**config.mk**
```make
export PLATFORM = sky130hd
export DESIGN_NAME = fwss_cfg_regs
export DESIGN_NICKNAME = d
export VERILOG_FILES = /design/src/fwss_pkg.sv /design/src/fwss_cfg_regs.sv
export SDC_FILE = /design/constraint.sdc
export NUM_CORES = 1
export LEC_CHECK = 0
export ABC_AREA = 0
export BUFFER_PORTS_ARGS = -buffer_cell sky130_fd_sc_hd__buf_2
export CAP_MARGIN = 40
export CORE_AREA = 2 2 78 80
export DETAILED_ROUTE_END_ITERATION = 8
export DIE_AREA = 0 0 80 82
export GPL_ROUTABILITY_DRIVEN = 0
export PLACE_DENSITY = 0.55
export RECOVER_POWER = 25
export SYNTH_ARGS = -nofsm -noshare
export SYNTH_HDL_FRONTEND = slang
export SYNTH_SLANG_ARGS = --single-unit
export TNS_END_PERCENT = 30
```
**constraint.sdc**
```tcl
create_clock -name clk_i -period 1 [get_ports clk_i]
set_input_delay 0.1 -clock clk_i [delete_from_list [all_inputs] [get_ports clk_i]]
set_output_delay 0.1 -clock clk_i [all_outputs]
set_load 0.01 [all_outputs]
```
**src/fwss_pkg.sv**
```systemverilog
// ----------------------------------------------------------------------------
// fwss_pkg
// Shared types and codes of the four-way signal sequencer.
// ----------------------------------------------------------------------------
package fwss_pkg;

  localparam int KIND_W   = 3;
  localparam int MODE_W   = 2;
  localparam int DRAW_W   = 4;
  localparam int LAMP_W   = 3;
  localparam int IV_W     = 2;
  localparam int LEFT_W   = 8;
  localparam int IDLE_W   = 16;
  localparam int CFG_IDX_W  = 3;
  localparam int CFG_DATA_W = 16;
  localparam int OUT_HEADS  = 4;

  // item kinds
  localparam logic [KIND_W-1:0] KIND_TICK    = 3'd0;
  localparam logic [KIND_W-1:0] KIND_OTHER   = 3'd1;
  localparam logic [KIND_W-1:0] KIND_SETMODE = 3'd2;
  localparam logic [KIND_W-1:0] KIND_RESTART = 3'd3;
  localparam logic [KIND_W-1:0] KIND_CLOSE   = 3'd4;

  // modes
  localparam logic [MODE_W-1:0] MODE_SEQ   = 2'd0;
  localparam logic [MODE_W-1:0] MODE_FLASH = 2'd1;
  localparam logic [MODE_W-1:0] MODE_PHASE = 2'd2;
  localparam logic [MODE_W-1:0] MODE_OFF   = 2'd3;

  // intervals; in flash, IV_GREEN = ambers lit, IV_AMBER = dark
  localparam logic [IV_W-1:0] IV_GREEN    = 2'd0;
  localparam logic [IV_W-1:0] IV_AMBER    = 2'd1;
  localparam logic [IV_W-1:0] IV_REDAMBER = 2'd2;

  // lamp bits
  localparam logic [LAMP_W-1:0] LAMP_DARK  = 3'b000;
  localparam logic [LAMP_W-1:0] LAMP_RED   = 3'b100;
  localparam logic [LAMP_W-1:0] LAMP_AMBER = 3'b010;
  localparam logic [LAMP_W-1:0] LAMP_GREEN = 3'b001;

  // config register indexes
  localparam logic [CFG_IDX_W-1:0] REG_PHASE_ORDER  = 3'd0;
  localparam logic [CFG_IDX_W-1:0] REG_SEQ_ORDER    = 3'd1;
  localparam logic [CFG_IDX_W-1:0] REG_IDLE_TIMEOUT = 3'd2;
  localparam logic [CFG_IDX_W-1:0] REG_SEQ_GREEN    = 3'd3;
  localparam logic [CFG_IDX_W-1:0] REG_AMBER        = 3'd4;
  localparam logic [CFG_IDX_W-1:0] REG_RED_AMBER    = 3'd5;
  localparam logic [CFG_IDX_W-1:0] REG_INIT_MODE    = 3'd6;

  typedef struct packed {
    logic [7:0]        phase_order;
    logic [7:0]        seq_order;
    logic [IDLE_W-1:0] idle_timeout;
    logic [7:0]        seq_green;
    logic [3:0]        amber;
    logic [3:0]        red_amber;
    logic [MODE_W-1:0] init_mode;
  } cfg_t;

  localparam cfg_t CFG_RESET = '{
    phase_order:  8'd228,
    seq_order:    8'd228,
    idle_timeout: 16'd40,
    seq_green:    8'd5,
    amber:        4'd2,
    red_amber:    4'd2,
    init_mode:    MODE_SEQ
  };

  // sequencer state, slot kept apart since its width follows the head count
  typedef struct packed {
    logic [MODE_W-1:0] mode;
    logic [IV_W-1:0]   interval;
    logic [LEFT_W-1:0] left;
    logic [IDLE_W-1:0] idle;
  } state_t;

  typedef logic [OUT_HEADS-1:0][LAMP_W-1:0] lamps_t;

endpackage

```
**src/fwss_cfg_regs.sv**
```systemverilog
// ----------------------------------------------------------------------------
// fwss_cfg_regs
// Configuration register file; unknown indexes are dropped.
// ----------------------------------------------------------------------------
module fwss_cfg_regs import fwss_pkg::*; (
  input  logic                  clk_i,
  input  logic                  rst_ni,
  input  logic                  wr_en_i,
  input  logic [CFG_IDX_W-1:0]  wr_idx_i,
  input  logic [CFG_DATA_W-1:0] wr_data_i,
  output cfg_t                  cfg_o
);

  cfg_t cfg_q, cfg_d;

  always_comb begin
    cfg_d = cfg_q;
    if (wr_en_i) begin
      unique case (wr_idx_i)
        REG_PHASE_ORDER:  cfg_d.phase_order  = wr_data_i[7:0];
        REG_SEQ_ORDER:    cfg_d.seq_order    = wr_data_i[7:0];
        REG_IDLE_TIMEOUT: cfg_d.idle_timeout = wr_data_i[IDLE_W-1:0];
        REG_SEQ_GREEN:    cfg_d.seq_green    = wr_data_i[7:0];
        REG_AMBER:        cfg_d.amber        = wr_data_i[3:0];
        REG_RED_AMBER:    cfg_d.red_amber    = wr_data_i[3:0];
        REG_INIT_MODE:    cfg_d.init_mode    = wr_data_i[MODE_W-1:0];
        default:          cfg_d = cfg_q;
      endcase
    end
  end

  always_ff @(posedge clk_i or negedge rst_ni) begin
    if (!rst_ni) begin
      cfg_q <= CFG_RESET;
    end else begin
      cfg_q <= cfg_d;
    end
  end

  assign cfg_o = cfg_q;

endmodule

```
# Word-level counts from Yosys, hierarchy flattened
# Cells that the tools add are included.
# Widths: inputs -> output; s select.
dict set report op_classes {
  eq_ne 6
  reduce_logical 8
}
# op n
set ops {}
lappend ops {{$reduce_and 2->1} 7}
lappend ops {{$eq 3x3->1 const B} 3}
lappend ops {{$eq 3x2->1 const B} 2}
lappend ops {{$eq 3x1->1 const B} 1}
lappend ops {{$logic_not 3->1} 1}
dict set report word_totals {
  out_inout_bits 50
  ff_bits 50
}

# Longest topological paths before layout
dict set report depth {
  word_depth 2
  ltp_mapped 5
  ltp_nobuf 2
}

# Worst setup path after synthesis
# OpenSTA, ideal clock, no wires.
dict set report synth_path {
  path_type {input -> register}
  from {input port wr_idx_i[0]}
  to {register cfg_q, in the netlist cfg_o[42]}
  required_ns 0.875
  n_path_buf 1
  setup_slack_ns -0.206
  stages 3
  t_arrival_ns 1.081
  setup_ns 0.125
  path_cell_list {clkbuf_2 nor4b_4 mux2_2}
}
dict set report synth_between {
  elab_chain_len 2
}
# element line_no
set synth_lines {}
lappend synth_lines {{start: declaration} fwss_cfg_regs.sv:9} ;# input logic [CFG_IDX_W-1:0] wr_idx_i,
lappend synth_lines {{$logic_not 3->1} fwss_cfg_regs.sv:19} ;# unique case (wr_idx_i)
lappend synth_lines {{$reduce_and 2->1 (no source line)} n/a}
lappend synth_lines {{end signal: assignment} fwss_cfg_regs.sv:36} ;# cfg_q <= cfg_d;
lappend synth_lines {{end: declaration} fwss_cfg_regs.sv:14} ;# cfg_t cfg_q, cfg_d;
# No other way between the ends.
# A chain may end at the register's enable or synchronous reset.

# Worst setup path after layout
dict set report layout_path {
  from {register cfg_q, in the netlist cfg_o[44]}
  to {output port cfg_o[44] in the netlist's numbering}
}
# element line_no
set layout_lines {}
lappend layout_lines {{end: declaration} fwss_cfg_regs.sv:11} ;# output cfg_t cfg_o
# No word-level cell between the ends.

==> flow_metrics.py <==
metrics = {
    "global_route": {
        "overflow": 0,
        "use_met3_pct": 4.29,
        "grt_pass1_wl_um": 6700,
        "antenna_found_initial": 0,
        "grt_max_degree": 51,
        "met1_usage_pct": 17.7,
        "met2_usage_pct": 21.2,
        "grtUsageTotal_pct": 13.6,
        "grt.busiest_layer": "met2",
        "grt_pass1_vias": 1369,
    },
    "worst_setup_path": {
        "crit_chain": "buf_6",
        "path_max_fanout": 2,
        "cp-end-kind": "output pin",
        "cp_slowest_cell": "dfstp_2",
        "path_class": "reg -> out",
        "crit_required_ps": 900,
        "crit_buf_inv": 1,
        "cp_top_family": "flip-flops",
        "slowest_delay_ps": 550,
        "worstPathArrival_ps": 950,
        "startpoint_type": "flip-flop",
    },
    "cells_and_area": {
        "largest_reg_flops": 50,
        "area_delta_synth_final_pct": 37.7,
        "final_common_cell": "buf_2",
        "drive_gt1_share_pct": 79.1,
        "final_nets": 217,
        "layout_common_cells": "57 x buf_2, 41 x mux2_2, 36 x dfrtp_1",
        "nFillCells": 540,
        "antenna_cells": 0,
        "finalInstanceArea_mm2": 0.00269,
    },
    "sta": {
        "fin_worst_skew_ps": 0,
        "period_share_pct": 105,
        "rsz0062_at_grt": "true",
        "post-route-min-period_ps": 1050,
        "maxSlewHeadroom_pct": 58.2,
        "worstMarginPinSlew_ps": 628,
        "max_freq_ghz": 0.954,
        "drv_slew": 0,
        "layout_setup_ws_ps": -48.4,
        "finalSetupViolCount": 14,
        "hold_viol_final": 0,
    },
    "drt": {
        "wl_per_cell_um": 15.7,
        "totalWireLength_um": 4240,
        "antenna_left": 0,
        "initialDrtViolationCount": 41,
        "dr.pass1.iters": 3,
        "drc": 0,
        "viasPerCell": 4.62,
        "vias": 1251,
    },
    "floorplan": {
        "die_h_um": 82,
        "std_cell_rows": 28,
        "dieWidth_um": 80,
        "core_mm2": 0.00575,
        "die_area_mm2": 0.00656,
        "pin_count": 72,
        "start_util_pct": 34.0,
    },
    "yosys": {
        "synth_top_family_by_area": "multiplexers",
        "synth_top_area_share_pct": 46.1,
        "synth-compound-area-share_pct": 0,
        "ys_seq_area_share_pct": 64.9,
        "synthAdderAreaFrac_pct": 0,
        "synth.area.top_cells": "dfrtp_1 46%, mux2_2 29%, dfstp_2 19%",
        "syn_area_per_cell_um2": 17.4,
        "syn_inst": 112,
        "synth-seq-cells": 50,
        "synth-simple-area-share_pct": 4.35,
        "synth-xor-area-share_pct": 0,
        "yosysWarningCount": 0,
        "synthesis.nets": 134,
        "synth_mux_area_share_pct": 28.8,
        "ys_types": 11,
        "syn_area_mm2": 0.00195,
        "synth_top_area_cell": "dfrtp_1",
    },
    "placement": {
        "place.port_buffers": 71,
        "placed_area_mm2": 0.00250,
        "place_hpwl_um": 3010,
        "place_ws_ps": -240,
    },
    "clock_network": {
        "clockBufferDepth": 2,
        "numClockSinks": 50,
        "cts_root_buf": "clkbuf_8",
        "clock_latency_ps": 290,
        "cts_inserted_buffers": 5,
        "cts-htree-levels": 2,
        "clk_pin_slew_ps": 90,
        "tritoncts": "done",
    },
    "power": {
        "powerDensity_mw_per_mm2": 2050,
        "leakage_nw": 1.25,
        "max-vdd-ir-drop_mv": 0.837,
    },
    "status": {
        "violations": "setup timing",
        "run_status": "finished with violations",
    },
    "min_path": {
        "hp-class": "in -> reg",
    },
    "job": {
        "maxCapViolCount": 0,
    },
}
[cells by family after synthesis]
group         Yosys count
buf+inv                 5
flops                  50
mux                    50
simple gates            7
[metal layers]
layer	part of all wire, %	wire (um)
met1	44	1850
met2	47	1990
met3	8.6	363
met4	1.0	43
met5	0	0
[final cells by class]
cell class,instances,area (um^2),share of cell area (%)
Clock inverter,2,12.5,0.465
Clock buffer,6,82.6,3.07
Tap cell,75,93.8,3.49
Multi-Input combinational cell,57,688,25.6
Sequential cell,50,1270,47.1
Timing Repair Buffer,81,546,20.3
[where the power goes]
group | switching, mW | total, mW | internal [mW]
sequential | 0.254 | 2.81 | 2.56
combinational | 0.627 | 1.51 | 0.887
clock | 0.642 | 1.20 | 0.557
total | 1.52 | 5.53 | 4.00
[metrics by stage]
stage | setup TNS, ps | total power, mW | hold slack, ps | std cells | utilization (%)
2_1_floorplan | -4880 | 3.52 | -196 | 112 | -
3_3_place_gp | -6950 | 4.15 | 100 | 261 | 43.6
3_5_place_dp | -7830 | 4.20 | 115 | 261 | 43.6
4_1_cts | -775 | 5.60 | 25.3 | 270 | 46.9
5_1_grt | -1120 | 5.87 | 17.1 | 271 | 46.8
6_report | -565 | 5.53 | 35.4 | 271 | 46.8
[timing repair]
| item | 4_1_cts | 5_1_grt |
|---|---|---|
| endpoints found under the hold margin | 36 | 0 |
| setup buffers | 0 | 1 |
| resized for setup | 14 | 0 |
| hold buffers | 1 | 0 |
| setup endpoints to repair | 14 | 14 |
[worst paths after layout]
path	start	end	slack (ps)	depth (start not counted)
max reg2reg	cfg_o[48]$_DFFE_PN1P_	cfg_o[48]$_DFFE_PN1P_	170	2
max	cfg_o[44]$_DFFE_PN1P_	cfg_o[44]	-50	1
max in group asynchronous	rst_ni	cfg_o[43]$_DFFE_PN0P_	130	3
min in group asynchronous	rst_ni	cfg_o[28]$_DFFE_PN0P_	450	3
min reg2reg	cfg_o[16]$_DFFE_PN0P_	cfg_o[16]$_DFFE_PN0P_	500	1
min	wr_data_i[15]	cfg_o[33]$_DFFE_PN0P_	40	2
[synthesized netlist by cell type]
cell	n
nand4b_1	3
clkbuf_2	2
nor4bb_1	1
dfstp_2	14
dfrtp_1	36
and4bb_2	1
mux2_2	50
buf_2	1
and4bb_1	1
buf_6	2
nor4b_4	1
No activity file was read; power rests on OpenSTA's default activity.
