$ cat src/fwss_pkg.sv
// ----------------------------------------------------------------------------
// fwss_pkg
// Shared types and codes of the four-way signal sequencer.
// ----------------------------------------------------------------------------
package fwss_pkg;

  localparam int KIND_W   = 3;
  localparam int MODE_W   = 2;
  localparam int DRAW_W   = 4;
  localparam int LAMP_W   = 3;
  localparam int IV_W     = 2;
  localparam int LEFT_W   = 8;
  localparam int IDLE_W   = 16;
  localparam int CFG_IDX_W  = 3;
  localparam int CFG_DATA_W = 16;
  localparam int OUT_HEADS  = 4;

  // item kinds
  localparam logic [KIND_W-1:0] KIND_TICK    = 3'd0;
  localparam logic [KIND_W-1:0] KIND_OTHER   = 3'd1;
  localparam logic [KIND_W-1:0] KIND_SETMODE = 3'd2;
  localparam logic [KIND_W-1:0] KIND_RESTART = 3'd3;
  localparam logic [KIND_W-1:0] KIND_CLOSE   = 3'd4;

  // modes
  localparam logic [MODE_W-1:0] MODE_SEQ   = 2'd0;
  localparam logic [MODE_W-1:0] MODE_FLASH = 2'd1;
  localparam logic [MODE_W-1:0] MODE_PHASE = 2'd2;
  localparam logic [MODE_W-1:0] MODE_OFF   = 2'd3;

  // intervals; in flash, IV_GREEN = ambers lit, IV_AMBER = dark
  localparam logic [IV_W-1:0] IV_GREEN    = 2'd0;
  localparam logic [IV_W-1:0] IV_AMBER    = 2'd1;
  localparam logic [IV_W-1:0] IV_REDAMBER = 2'd2;

  // lamp bits
  localparam logic [LAMP_W-1:0] LAMP_DARK  = 3'b000;
  localparam logic [LAMP_W-1:0] LAMP_RED   = 3'b100;
  localparam logic [LAMP_W-1:0] LAMP_AMBER = 3'b010;
  localparam logic [LAMP_W-1:0] LAMP_GREEN = 3'b001;

  // config register indexes
  localparam logic [CFG_IDX_W-1:0] REG_PHASE_ORDER  = 3'd0;
  localparam logic [CFG_IDX_W-1:0] REG_SEQ_ORDER    = 3'd1;
  localparam logic [CFG_IDX_W-1:0] REG_IDLE_TIMEOUT = 3'd2;
  localparam logic [CFG_IDX_W-1:0] REG_SEQ_GREEN    = 3'd3;
  localparam logic [CFG_IDX_W-1:0] REG_AMBER        = 3'd4;
  localparam logic [CFG_IDX_W-1:0] REG_RED_AMBER    = 3'd5;
  localparam logic [CFG_IDX_W-1:0] REG_INIT_MODE    = 3'd6;

  typedef struct packed {
    logic [7:0]        phase_order;
    logic [7:0]        seq_order;
    logic [IDLE_W-1:0] idle_timeout;
    logic [7:0]        seq_green;
    logic [3:0]        amber;
    logic [3:0]        red_amber;
    logic [MODE_W-1:0] init_mode;
  } cfg_t;

  localparam cfg_t CFG_RESET = '{
    phase_order:  8'd228,
    seq_order:    8'd228,
    idle_timeout: 16'd40,
    seq_green:    8'd5,
    amber:        4'd2,
    red_amber:    4'd2,
    init_mode:    MODE_SEQ
  };

  // sequencer state, slot kept apart since its width follows the head count
  typedef struct packed {
    logic [MODE_W-1:0] mode;
    logic [IV_W-1:0]   interval;
    logic [LEFT_W-1:0] left;
    logic [IDLE_W-1:0] idle;
  } state_t;

  typedef logic [OUT_HEADS-1:0][LAMP_W-1:0] lamps_t;

endpackage

$ cat src/fwss_lamps.sv
// ----------------------------------------------------------------------------
// fwss_lamps
// Lamp decode of the four heads from mode, interval and slot.
// ----------------------------------------------------------------------------
module fwss_lamps import fwss_pkg::*; #(
  parameter int NUM_HEADS = 4,
  localparam int SlotW = (NUM_HEADS > 4) ? 3 : 2
) (
  input  cfg_t              cfg_i,
  input  logic [MODE_W-1:0] mode_i,
  input  logic [IV_W-1:0]   interval_i,
  input  logic [SlotW-1:0]  slot_i,
  output lamps_t            lamps_o
);

  logic [7:0]       order;
  logic [SlotW-1:0] slot_next;
  logic [1:0]       cur_head, nxt_head;
  lamps_t           raw;

  assign order     = (mode_i == MODE_PHASE) ? cfg_i.phase_order : cfg_i.seq_order;
  assign slot_next = (slot_i == SlotW'(NUM_HEADS - 1)) ? '0 : slot_i + 1'b1;
  // slot s reads order entry s mod 4
  assign cur_head  = order[{slot_i[1:0], 1'b0} +: 2];
  assign nxt_head  = order[{slot_next[1:0], 1'b0} +: 2];

  always_comb begin
    for (int h = 0; h < OUT_HEADS; h++) begin
      raw[h] = LAMP_DARK;
      unique case (mode_i)
        MODE_OFF:   raw[h] = LAMP_DARK;
        MODE_FLASH: raw[h] = (interval_i == IV_GREEN) ? LAMP_AMBER : LAMP_DARK;
        default: begin
          raw[h] = LAMP_RED;
          if (interval_i == IV_AMBER) begin
            if (cur_head == 2'(h)) raw[h] = LAMP_AMBER;
          end else if (interval_i == IV_REDAMBER) begin
            if (nxt_head == 2'(h)) raw[h] = LAMP_RED | LAMP_AMBER;
          end else begin
            if (cur_head == 2'(h)) raw[h] = LAMP_GREEN;
          end
        end
      endcase
      lamps_o[h] = (h < NUM_HEADS) ? raw[h] : LAMP_DARK;
    end
  end

endmodule

$ cat config.mk
export PLATFORM = sky130hd
export DESIGN_NAME = fwss_lamps
export DESIGN_NICKNAME = d
export VERILOG_FILES = /design/src/fwss_pkg.sv /design/src/fwss_lamps.sv
export SDC_FILE = /design/constraint.sdc
export NUM_CORES = 1
export LEC_CHECK = 0
export ABC_AREA = 1
export BUFFER_PORTS_ARGS = -buffer_cell sky130_fd_sc_hd__clkbuf_2
export CAP_MARGIN = 20
export CORE_ASPECT_RATIO = 1.1
export CORE_MARGIN = 5
export CORE_UTILIZATION = 39
export DETAILED_ROUTE_END_ITERATION = 8
export GPL_TIMING_DRIVEN = 0
export PLACE_DENSITY = 0.95
export SLEW_MARGIN = 20
export SYNTH_ARGS = -nofsm -noshare
export SYNTH_HDL_FRONTEND = slang
export SYNTH_SLANG_ARGS = --single-unit
$ cat constraint.sdc
create_clock -name vclk -period 2.95
set_clock_uncertainty 0.1 [all_clocks]
set_input_delay 0.295 -clock vclk [all_inputs]
set_output_delay 0.295 -clock vclk [all_outputs]
set_load 0.005 [all_outputs]
Word-level counts from Yosys, hierarchy flattened

Index checks and enable logic that the tools add are counted.
Widths: inputs -> output; s select.

Add/subtract/negate cells: 1
Equal/unequal tests: 12
Shift-type cells: 2
Multiplexer cells: 27
Reduce and logical (&&, ||, !) cells: 3

Operators with widths:

| cell                | count |
|---|---|
| $mux 3              | 16 |
| $pmux 3 s2          | 4 |
| $eq 2x2->1 const B  | 8 |
| $shiftx 8x4->2      | 2 |
| $mux 2              | 6 |
| $eq 2x1->1 const B  | 4 |
| $mux 8              | 1 |
| $logic_not 2->1     | 3 |
| $add 2x1->2 const B | 1 |

Register bits after elaboration: 0
Input bits: 56
Output and inout port bits: 12
Logic and storage cells: 45

Logic depth before layout (Yosys ltp)

Word-level depth: 8
Depth in mapped cells: 11
Gate-level depth less buffers: 11

Worst setup path before layout

Ideal clock, no wire load.

Kind: input to output
From: input port slot_i[0]
To: output port lamps_o[10] in the netlist's numbering
Arrival time: 1.171 ns
Data required time: 2.555 ns
Slack: 1.384 ns
Stages: 10
Path buffers: 0
Path through: ha_1 -> nor2_4 -> inv_2 -> nand3_1 -> nand3_1 -> nand2_1 -> nand3_1 -> nand2_1 -> nand2_1 -> nand2_1

RTL lines:

| what               | RTL line         | RTL |
|---|---|---|
| start: declaration | fwss_lamps.sv:12 | `input logic [SlotW-1:0] slot_i,` |
| end: declaration   | fwss_lamps.sv:13 | `output lamps_t lamps_o` |

==> impl.org <==
** Cells and area
- Antenna cells :: 0
- Number of nets in the layout :: about 220
- Relative to the synthesized area, the layout overhead comes to 31.4%.
- Reg area :: 0 µm²
- Share of final-layout standard cells stronger than drive strength 1 :: 0.302
- The clock buffers instantiated in the layout total 0.
- In the finished design the tool counted flip-flops and latches totalling 0.

** Setup path
- Counting both buffers and inverters, the worst setup path holds a total of 3.
- Data required time of the worst path :: 2.56 ns
- Max FO, Critical Path :: 7
- Data arrival time of the critical path :: 1.64 ns
- On the critical path, the stage with the largest delay is an instance of ha_1.
- Crit path capture type :: output pin
- The most critical setup path has its startpoint at slot_i[0].
- In this design, the critical path's most frequently occurring cell is nand2_1.
- Critical path depth in cells :: 12
- By startpoint and endpoint, the worst setup path is classified as input port to output pin.
- Slowest Stage Delay on Critical Path :: 0.25 ns
- The worst setup path is launched from an input port.
- Traced cell by cell, the critical path runs through clkbuf_2 -> ha_1 -> nor2_4 -> inv_2 -> nand3_1 -> nand3_1 -> nand2_1 -> nand3_1 -> nand2_1 -> nand2_1 -> nand2_1 -> clkbuf_2.
- Capture point of the critical path :: lamps_o[7]
- In this design, the largest share of critical-path delay is due to simple AND/OR/NAND/NOR gates.

** Timing
- The count of endpoints failing hold in the final timing report was 0.
- The routed design could run at a clock period as short as just over 2 ns.
- Setup slack closes at ~0.91 ns.
- Slew margin rel. :: 0.713
- Dividing the final minimum period by the clock period gives 0.691.
- Summed negative setup slack over all endpoints :: 0 ns
- Setup repair after global routing left no endpoint under its margin.
- Setup violations, final :: 0
- Highest clock rate :: 490 MHz
- Final max-slew violation count :: 0
- Tightest Pin Transition :: ~0.43 ns

** Place
- Detailed placement finished with a half-perimeter wire length of roughly 1600 µm.
- At the end of routability-driven placement, the weighted congestion stood at slightly below 0.9.
- During placement, the flow inserted port buffers numbering 34.
- Worst slack, placed :: about 0.93 ns

** Floorplanning
- For this design the top-level I/O count stands at slightly below 70.
- Total die area :: between 2000 and 2500 µm²
- Die width :: between 40 and 50 µm
- Placeable core region :: roughly 1500 µm²
- After floorplanning, the core was divided into 15 placement rows.
- From bottom edge to top edge, the die measures a little over 50 µm.
- For this configuration, the core starts out at a cell density of 0.401.

** Clock tree
- The number of setup buffers added after CTS is 0.
- CTS hold repair buffers :: 0
- Resized Gates After CTS :: 0

** Pwr
- In this run the power density over the cells is 166 nW/µm².
- P_leak :: ~0.53 nW
- VDD sags by at most approximately 59 µV.

** Synth
- Mapped Cells :: ~130
- Of the total synthesized cell area, the portion taken by full adders, half adders and majority gates is 0.0205.
- Average footprint of a synthesized cell :: roughly 4.9 µm²
- Portion of synthesized cell area occupied by the leading cell type :: 0.370
- Unique masters post-synth :: 16
- Register area share after synthesis :: 0
- The biggest area contributor in the post-synthesis netlist is nand3_1.
- Yosys attributes the largest share of cell area to nand3_1, nand2_1, inv_1, nand2_2, nor2_1.
- The mapped netlist covers 609 µm².
- nand3_1 is the most common cell in the netlist.
- Of the post-synthesis cell area, the part taken by muxes is 0.
- The synthesized-area fraction occupied by ao, oa, aoi and oai cells came to 0.00821.
- YS warnings :: 0
- After synthesis, the largest family of logic cells by area is simple AND/OR/NAND/NOR gates.
- Share of the synthesized netlist area taken by xor and xnor gates :: 0
- Basic-gate share of the synthesized area counting and, or, nand and nor cells :: 0.834
- Net count after synthesis :: approximately 180
- By count the netlist is led by nand3_1, nand2_1, inv_1, nor2_1, nand2_2.

** Global routing
- The number of antenna violations at the first check in global routing is 0.
- Wire length of the first global-routing pass :: roughly 3200 µm
- Maximum number of pins on one net before global-route repair :: 11
- Tot GR Track Use :: 0.166
- The via count of the first global-routing pass came to ~900.
- The total overflow left after global routing is 0.

** Run status
- Status :: finished clean

** Worst hold path
- In this run the worst hold path is classified as input port to output pin.

** Routing
- Routed Wire Length :: between 1500 and 2000 µm
- In the routed design, unresolved DRC markers number 0.
- Number of vias in the routed layout :: 916
- Initial DRT Pass Iterations :: 4
- Vias per cell :: 5.20
- Dividing the detail-routed wire length by the instance count gives around 11 µm.
- In this run the remaining antenna-violating nets after routing total 0.
- The first routing iteration left 34 violations.

** Job
- Max-cap violation count :: 0
==> report_power, final <==
| group | switching [W] | total, W | internal (W) |
|---|---|---|---|
| combinational | 0.0000805 | 0.000133 | 0.0000524 |
| sequential | 0 | 0 | 0 |
| clock | 0 | 0 | 0 |
==> how the worst min path moves through the flow <==
stage | from | slack [ns] | endpoint | depth (start not counted)
floorplan | mode_i[0] | 0.67 | lamps_o[10] | 2
global placement | mode_i[0] | 0.90 | lamps_o[1] | 4
detailed placement | mode_i[0] | 0.91 | lamps_o[4] | 4
CTS | mode_i[0] | 0.91 | lamps_o[7] | 4
global route | mode_i[0] | 0.95 | lamps_o[1] | 4
finish | mode_i[0] | 0.91 | lamps_o[4] | 4
==> layer usage <==
| layer | GRT usage | vias up | routed length [µm] |
|---|---|---|---|
| met3 | 0.00352 | 2 | 120 |
| li1 | - | 481 | - |
| met1 | 0.204 | 399 | 753 |
| met4 | 0.0314 | 0 | 11 |
| met5 | 0 | - | 0 |
| met2 | 0.306 | 34 | 991 |
==> tightest hold or removal path, stage by stage <==
cell	delay, ns
clkbuf_2	0.11
nand3_1	0.14
nand2_1	0.07
clkbuf_2	0.10
==> per-stage QoR <==
step                      utilization  area [µm²]  std cells  hold WS [ns]   power, W
after detailed placement        0.527         801        176         0.911   0.000131
after global routing            0.527         801        176         0.947   0.000152
after global placement          0.527         801        176         0.902   0.000127
after CTS                       0.527         801        176         0.911   0.000132
after floorplan                     -         609        125         0.670  0.0000876
final                           0.527         801        176         0.910   0.000133
==> cells in the final DEF, fill, tap and decap left out <==
master and instances:
buf_6 1, clkbuf_2 34, clkbuf_8 1, ha_1 1, inv_1 13, inv_2 1
inv_4 1, nand2_1 43, nand2_2 6, nand2_4 1, nand3_1 45, nand3_2 1
nand3_4 1, nand3b_1 1, nor2_1 7, nor2_4 1, o21ai_0 1
==> kinds of logic after synthesis <==
group | after synthesis
compound gates | 1
buf+inv | 17
fa+ha+maj | 1
simple gates | 106
==> layout make-up <==
| type | instances | area, µm² |
|---|---|---|
| plain buffers | 2 | 25.0 |
| fillers | 167 | 719 |
| inverters | 15 | 58.8 |
| multi-input cells | 108 | 526 |
| well taps | 17 | 21.3 |
| repair buffers | 34 | 170 |
No activity file was read; power rests on OpenSTA's default activity.
