<file path="src/fwss_pkg.sv">
// ----------------------------------------------------------------------------
// fwss_pkg
// Shared types and codes of the four-way signal sequencer.
// ----------------------------------------------------------------------------
package fwss_pkg;

  localparam int KIND_W   = 3;
  localparam int MODE_W   = 2;
  localparam int DRAW_W   = 4;
  localparam int LAMP_W   = 3;
  localparam int IV_W     = 2;
  localparam int LEFT_W   = 8;
  localparam int IDLE_W   = 16;
  localparam int CFG_IDX_W  = 3;
  localparam int CFG_DATA_W = 16;
  localparam int OUT_HEADS  = 4;

  // item kinds
  localparam logic [KIND_W-1:0] KIND_TICK    = 3'd0;
  localparam logic [KIND_W-1:0] KIND_OTHER   = 3'd1;
  localparam logic [KIND_W-1:0] KIND_SETMODE = 3'd2;
  localparam logic [KIND_W-1:0] KIND_RESTART = 3'd3;
  localparam logic [KIND_W-1:0] KIND_CLOSE   = 3'd4;

  // modes
  localparam logic [MODE_W-1:0] MODE_SEQ   = 2'd0;
  localparam logic [MODE_W-1:0] MODE_FLASH = 2'd1;
  localparam logic [MODE_W-1:0] MODE_PHASE = 2'd2;
  localparam logic [MODE_W-1:0] MODE_OFF   = 2'd3;

  // intervals; in flash, IV_GREEN = ambers lit, IV_AMBER = dark
  localparam logic [IV_W-1:0] IV_GREEN    = 2'd0;
  localparam logic [IV_W-1:0] IV_AMBER    = 2'd1;
  localparam logic [IV_W-1:0] IV_REDAMBER = 2'd2;

  // lamp bits
  localparam logic [LAMP_W-1:0] LAMP_DARK  = 3'b000;
  localparam logic [LAMP_W-1:0] LAMP_RED   = 3'b100;
  localparam logic [LAMP_W-1:0] LAMP_AMBER = 3'b010;
  localparam logic [LAMP_W-1:0] LAMP_GREEN = 3'b001;

  // config register indexes
  localparam logic [CFG_IDX_W-1:0] REG_PHASE_ORDER  = 3'd0;
  localparam logic [CFG_IDX_W-1:0] REG_SEQ_ORDER    = 3'd1;
  localparam logic [CFG_IDX_W-1:0] REG_IDLE_TIMEOUT = 3'd2;
  localparam logic [CFG_IDX_W-1:0] REG_SEQ_GREEN    = 3'd3;
  localparam logic [CFG_IDX_W-1:0] REG_AMBER        = 3'd4;
  localparam logic [CFG_IDX_W-1:0] REG_RED_AMBER    = 3'd5;
  localparam logic [CFG_IDX_W-1:0] REG_INIT_MODE    = 3'd6;

  typedef struct packed {
    logic [7:0]        phase_order;
    logic [7:0]        seq_order;
    logic [IDLE_W-1:0] idle_timeout;
    logic [7:0]        seq_green;
    logic [3:0]        amber;
    logic [3:0]        red_amber;
    logic [MODE_W-1:0] init_mode;
  } cfg_t;

  localparam cfg_t CFG_RESET = '{
    phase_order:  8'd228,
    seq_order:    8'd228,
    idle_timeout: 16'd40,
    seq_green:    8'd5,
    amber:        4'd2,
    red_amber:    4'd2,
    init_mode:    MODE_SEQ
  };

  // sequencer state, slot kept apart since its width follows the head count
  typedef struct packed {
    logic [MODE_W-1:0] mode;
    logic [IV_W-1:0]   interval;
    logic [LEFT_W-1:0] left;
    logic [IDLE_W-1:0] idle;
  } state_t;

  typedef logic [OUT_HEADS-1:0][LAMP_W-1:0] lamps_t;

endpackage

</file>
<file path="src/fwss_step.sv">
// ----------------------------------------------------------------------------
// fwss_step
// Next-state logic for one tick or command.
// ----------------------------------------------------------------------------
module fwss_step import fwss_pkg::*; #(
  parameter int NUM_HEADS = 4,
  localparam int SlotW = (NUM_HEADS > 4) ? 3 : 2
) (
  input  cfg_t              cfg_i,
  input  state_t            st_i,
  input  logic [SlotW-1:0]  slot_i,
  input  logic [KIND_W-1:0] kind_i,
  input  logic [MODE_W-1:0] new_mode_i,
  input  logic [DRAW_W-1:0] draw_i,
  output state_t            st_o,
  output logic [SlotW-1:0]  slot_o,
  output logic              fired_o
);

  logic [IDLE_W-1:0] idle_inc;
  logic [DRAW_W-1:0] draw_clamped;
  logic [LEFT_W-1:0] draw_len, seq_len, amber_len, redamber_len, green_len;
  logic [SlotW-1:0]  slot_next;
  logic              do_start;
  logic [MODE_W-1:0] mode_sel;

  assign idle_inc = (st_i.idle == '1) ? st_i.idle : st_i.idle + 1'b1;

  always_comb begin
    if (draw_i < DRAW_W'(3))       draw_clamped = DRAW_W'(3);
    else if (draw_i > DRAW_W'(10)) draw_clamped = DRAW_W'(10);
    else                           draw_clamped = draw_i;
  end

  // zero lengths count as one second
  assign draw_len     = LEFT_W'(draw_clamped);
  assign seq_len      = (cfg_i.seq_green == '0) ? LEFT_W'(1) : cfg_i.seq_green;
  assign amber_len    = (cfg_i.amber == '0) ? LEFT_W'(1) : LEFT_W'(cfg_i.amber);
  assign redamber_len = (cfg_i.red_amber == '0) ? LEFT_W'(1) : LEFT_W'(cfg_i.red_amber);
  assign green_len    = (st_i.mode == MODE_PHASE) ? draw_len : seq_len;

  assign slot_next = (slot_i == SlotW'(NUM_HEADS - 1)) ? '0 : slot_i + 1'b1;

  always_comb begin
    st_o     = st_i;
    slot_o   = slot_i;
    fired_o  = 1'b0;
    do_start = 1'b0;
    mode_sel = MODE_SEQ;

    if (kind_i == KIND_TICK) begin
      st_o.idle = idle_inc;
      if (st_i.mode == MODE_PHASE && idle_inc >= cfg_i.idle_timeout) begin
        do_start  = 1'b1;
        mode_sel  = MODE_SEQ;
        st_o.idle = '0;
        fired_o   = 1'b1;
      end else if (st_i.mode == MODE_FLASH) begin
        st_o.interval = (st_i.interval == IV_GREEN) ? IV_AMBER : IV_GREEN;
        st_o.left     = LEFT_W'(1);
      end else if (st_i.mode != MODE_OFF) begin
        if (st_i.left > LEFT_W'(1)) begin
          st_o.left = st_i.left - 1'b1;
        end else if (st_i.interval == IV_GREEN) begin
          st_o.interval = IV_AMBER;
          st_o.left     = amber_len;
        end else if (st_i.interval == IV_AMBER) begin
          st_o.interval = IV_REDAMBER;
          st_o.left     = redamber_len;
        end else begin
          slot_o        = slot_next;
          st_o.interval = IV_GREEN;
          st_o.left     = green_len;
        end
      end
    end else if (kind_i <= KIND_CLOSE) begin
      st_o.idle = '0;
      if (kind_i == KIND_SETMODE) begin
        do_start = 1'b1;
        mode_sel = new_mode_i;
      end else if (kind_i == KIND_RESTART) begin
        do_start = 1'b1;
        mode_sel = cfg_i.init_mode;
      end else if (kind_i == KIND_CLOSE) begin
        do_start = 1'b1;
        mode_sel = MODE_OFF;
      end
    end

    if (do_start) begin
      st_o.mode     = mode_sel;
      slot_o        = '0;
      st_o.interval = IV_GREEN;
      if (mode_sel == MODE_SEQ)        st_o.left = seq_len;
      else if (mode_sel == MODE_PHASE) st_o.left = draw_len;
      else                             st_o.left = LEFT_W'(1);
    end
  end

endmodule

</file>
<file path="config.mk">
export PLATFORM = sky130hd
export DESIGN_NAME = fwss_step
export DESIGN_NICKNAME = d
export VERILOG_FILES = /design/src/fwss_pkg.sv /design/src/fwss_step.sv
export SDC_FILE = /design/constraint.sdc
export NUM_CORES = 1
export LEC_CHECK = 0
export BUFFER_PORTS_ARGS = -buffer_cell sky130_fd_sc_hd__clkbuf_2
export CAP_MARGIN = 30
export CORE_MARGIN = 2
export CORE_UTILIZATION = 52
export DETAILED_ROUTE_END_ITERATION = 10
export PLACE_DENSITY = 0.91
export RECOVER_POWER = 50
export SLEW_MARGIN = 20
export SYNTH_ARGS = -nofsm -noshare
export SYNTH_HDL_FRONTEND = slang
export SYNTH_SLANG_ARGS = --single-unit
</file>
<file path="constraint.sdc">
create_clock -name vclk -period 11.1
set_input_delay 1.665 -clock vclk [all_inputs]
set_output_delay 1.665 -clock vclk [all_outputs]
set_load 0.005 [all_outputs]
</file>
After elaboration in Yosys (flattened, before gate mapping)

Cells that the tools add are included.

Bits in registers: 0
Latch bits: 0
Bits in writable memories: 0
Bits in read-only memories: 0
Bits of input ports: 89
Output and inout port bits: 31
Word-level logic and storage cells: 68
Memories: 0

Add/subtract/negate cells: 3
Multipliers: 0
Divide/modulo/power cells: 0
$lt $le $gt $ge: 5
Equal/unequal tests: 10
Shift operators: 0
Muxes and demuxes: 43
Bitwise logic cells: 0
Reductions and logical operators: 7

Operators with widths:

| operator                                                                      | count |
|---|---|
| 16-bit 2-to-1 mux                                                             | 4 |
| 10-bit 2-to-1 mux                                                             | 6 |
| 8-bit 2-to-1 mux                                                              | 4 |
| 2-bit 2-to-1 mux                                                              | 15 |
| 4-bit 2-to-1 mux                                                              | 5 |
| 16-bit by 1-bit adder with 16-bit output (second input constant)              | 1 |
| 16-bit == test (second input constant)                                        | 1 |
| 16-bit >= comparator                                                          | 1 |
| 12-bit 2-to-1 mux                                                             | 1 |
| 8-bit by 1-bit > comparator with 1-bit output (second input constant)         | 1 |
| 4-bit logical NOT                                                             | 2 |
| 8-bit logical NOT                                                             | 1 |
| 1-bit 2-to-1 mux                                                              | 8 |
| 8-bit by 1-bit subtractor with 8-bit output (second input constant)           | 1 |
| 2-bit == test (second input constant)                                         | 3 |
| 3-bit by 2-bit == test with 1-bit output (second input constant)              | 2 |
| 2-bit by 1-bit == test with 1-bit output (second input constant)              | 2 |
| 4-bit > comparator (second input constant)                                    | 1 |
| 2-bit logical NOT                                                             | 2 |
| 4-bit by 2-bit less-than comparator with 1-bit output (second input constant) | 1 |
| 3-bit == test (second input constant)                                         | 1 |
| 3-bit <= comparator (second input constant)                                   | 1 |
| 3-bit logical NOT                                                             | 1 |
| 2-bit by 1-bit adder with 2-bit output (second input constant)                | 1 |
| 2 further kinds                                                               | 2 |

Logic depth before layout (Yosys ltp)

Depth after elaboration: 12
Mapped depth: 19

Worst setup path before layout

Ideal clock, no wire load.

Path kind: in2out
Start: input st_i[11] (netlist name)
End: output st_o[24] (netlist name)
Arrival: 4.894 ns
Slack: 4.541 ns
Cell stages on the path: 17
Buffers on the path: 4
Path through: clkbuf_1 nand3_1 or3_1 buf_6 and3_4 buf_6 nand3_2 xnor2_1 ha_1 o21a_1 o211ai_1 a211oi_1 a211o_1 buf_6 a21o_1 or4_1 o21ai_0

RTL lines:

| element     | line            | RTL |
|---|---|---|
| from (decl) | fwss_step.sv:10 | `input state_t st_i,` |
| to (decl)   | fwss_step.sv:15 | `output state_t st_o,` |

Worst setup path after layout

Start: input st_i[3] (netlist name)
End: output slot_o[0]

Cells in the longest elaborated chain, start to end: 7
Elaborated cells on any way between the ends: 10

Ends and longest elaborated chain:

| element                                                                    | line            | RTL |
|---|---|---|
| 16-bit by 1-bit adder with 16-bit output or 16-bit == test (tied branches) | fwss_step.sv:27 | `assign idle_inc = (st_i.idle == '1) ? st_i.idle : st_i.idle + 1'b1;` |
| 16-bit 2-to-1 mux *                                                        | fwss_step.sv:27 |  |
| 16-bit >= comparator *                                                     | fwss_step.sv:53 | `if (st_i.mode == MODE_PHASE && idle_inc >= cfg_i.idle_timeout) begin` |
| 1-bit logical AND *                                                        | fwss_step.sv:53 |  |
| 2-bit 2-to-1 mux or 1-bit 2-to-1 mux (tied branches)                       | fwss_step.sv:53 |  |
| 2-bit 2-to-1 mux or 1-bit 2-to-1 mux (tied branches)                       | fwss_step.sv:51 | `if (kind_i == KIND_TICK) begin` |
| 2-bit 2-to-1 mux *                                                         | fwss_step.sv:90 | `if (do_start) begin` |
| to (decl)                                                                  | fwss_step.sv:16 | `output logic [SlotW-1:0] slot_o,` |

Every way passes the cells marked *; elsewhere a longest branch is shown, timed or not.

==> metrics <==
run status=completed; PortBufs=104; Slew @ Worst Pin=0.978 ns; initial DRC count=262; total global routing overflow=0; FMAX=124 MHz; routed wl met2=3440 um; arrival time at the worst endpoint=6.41 ns; met3 WL=602 um; Core ar.=4090 um^2; setup violators final=0; largest net degree at the start of global routing=28; die area=4880 um^2; worst vdd ir=0.0231 mV; P_leak=1.23 nW; Final Wtd Congestion=0.939; Final period util=0.727; antenna violations before repair=0; Register Area=0 um^2; Setup TNS Final=0 ns; Clock Buffer Count=0; drt first pass iters=5; final instance area=2660 um^2; # hold bufs at CTS=0; vias=3057; commonest cells after routing, fill and taps aside=101 x clkbuf_2, 43 x nand2_1, 32 x a21oi_1; Hold Fails Final Rpt=0; vias per cell=6.30; Final Critical Period=8.07 ns; Distinct cells, synth=56; worst min path class=primary input to output port; Routed WL=7040 um; layout cells sized above 1=0.260; DRT met1 WL=2940 um; ANT cells=0; Worst Path Max Fanout=20; PD cells=39.1 nW/um^2; Rows=23; Seq/Total Area, Yosys=0; Worst Path Required=9.44 ns; WS Path Type=primary input to output port; DR DRC count=0; Rel. slew slack=0.331; Top-Level Pins=120; Final Hold Slack=3.63 ns; # Post-CTS Setup Buffers=0; P&R area growth vs syn=18.0%; FFs & Latches=0; Post-CTS Resized=0; placed wire-length estimate=5650 um; crit start category=primary input; placed inst area=2710 um^2; Cells after Synth=355; first-pass GRT wire length=12100 um; final max-slew violation count=0; Starting Density=0.551; Ys Warns=0; Die H=69.8 um; wire per inst=14.5 um; Syn Std Cell Area=2250 um^2; die width=69.8 um; vias in the first global route=2815; DRT antenna net count=0; most common cell after layout, fill and taps aside=clkbuf_2; GRT Total Usage=0.282; MaxCap Viol Count=0; mean area per synthesized cell=6.35 um^2; Synth Net Count=464; Final nets=546; uppermost routed layer=met4; RSZ-0062 raised after global routing=no; Critical Path End Type=output port
-- cells in the mapped netlist, types with 7 or more instances --
library cell,n,area [um^2]
a211oi_1,9,67.6
xnor2_1,9,78.8
nand2_1,43,161
inv_1,24,90.1
clkbuf_1,16,60.1
nand3_1,12,60.1
ha_1,20,250
nor3_1,18,90.1
a21oi_1,32,160
o21ai_1,7,35.0
nand2b_1,7,43.8
nor2_1,20,75.1
o21ai_0,12,60.1
a31oi_1,28,175
nor2b_1,7,43.8
-- critical path, stage by stage --
cell and delay, ns:
clkbuf_1 0.26, and4_1 0.35, nand4_1 0.27, or3_1 0.55, and3_1 0.32, nand3_1 0.14
xnor2_1 0.13, ha_1 0.27, o21a_1 0.12, o211ai_1 0.18, a211oi_1 0.13, a211o_1 0.59
a2111oi_0 0.97, mux2i_1 0.26, nor2_1 0.06, clkbuf_2 0.12
-- layer usage --
layer | track usage | vias to the layer above
li1 | - | 1500
met1 | 0.365 | 1371
met2 | 0.515 | 178
met3 | 0.0102 | 8
met4 | 0.0556 | 0
met5 | 0 | -
-- final timing paths --
check             cells after the start  startpoint         to  slack (ns)
setup / recovery                     16     st_i[3]  slot_o[0]        3.03
hold / removal                        4   slot_i[1]  slot_o[1]        3.63
-- area by class of cell --
type	count	area [um^2]
multi-input cells	306	1980
fillers	375	1430
repair buffers	105	524
inverters	24	90.1
well taps	50	62.6
-- power by group --
part,total (mW),switching [mW],internal (mW)
combinational,0.104,0.0598,0.0442
sequential,0,0,0
clock,0,0,0
-- kinds of logic (layout without fill, tap and decap cells) --
group / count (synthesis) / in the layout / synth area share
buf+inv: 49 / 129 / 0.101
xor+xnor: 14 / 14 / 0.0544
mux: 9 / 9 / 0.0428
fa+ha+maj: 20 / 20 / 0.111
simple gates: 134 / 134 / 0.307
compound gates: 129 / 129 / 0.384
-- stage by stage --
step                power, mW   util  worst slack, ns  cells
floorplan              0.0641      -             4.54    355
global placement       0.0999  0.662             3.68    485
detailed placement      0.103  0.662             3.57    485
CTS                     0.104  0.662             3.56    485
global route            0.115  0.651             2.56    485
finish                  0.104  0.651             3.03    485
Note: power is estimated with default switching activity, not from simulation.
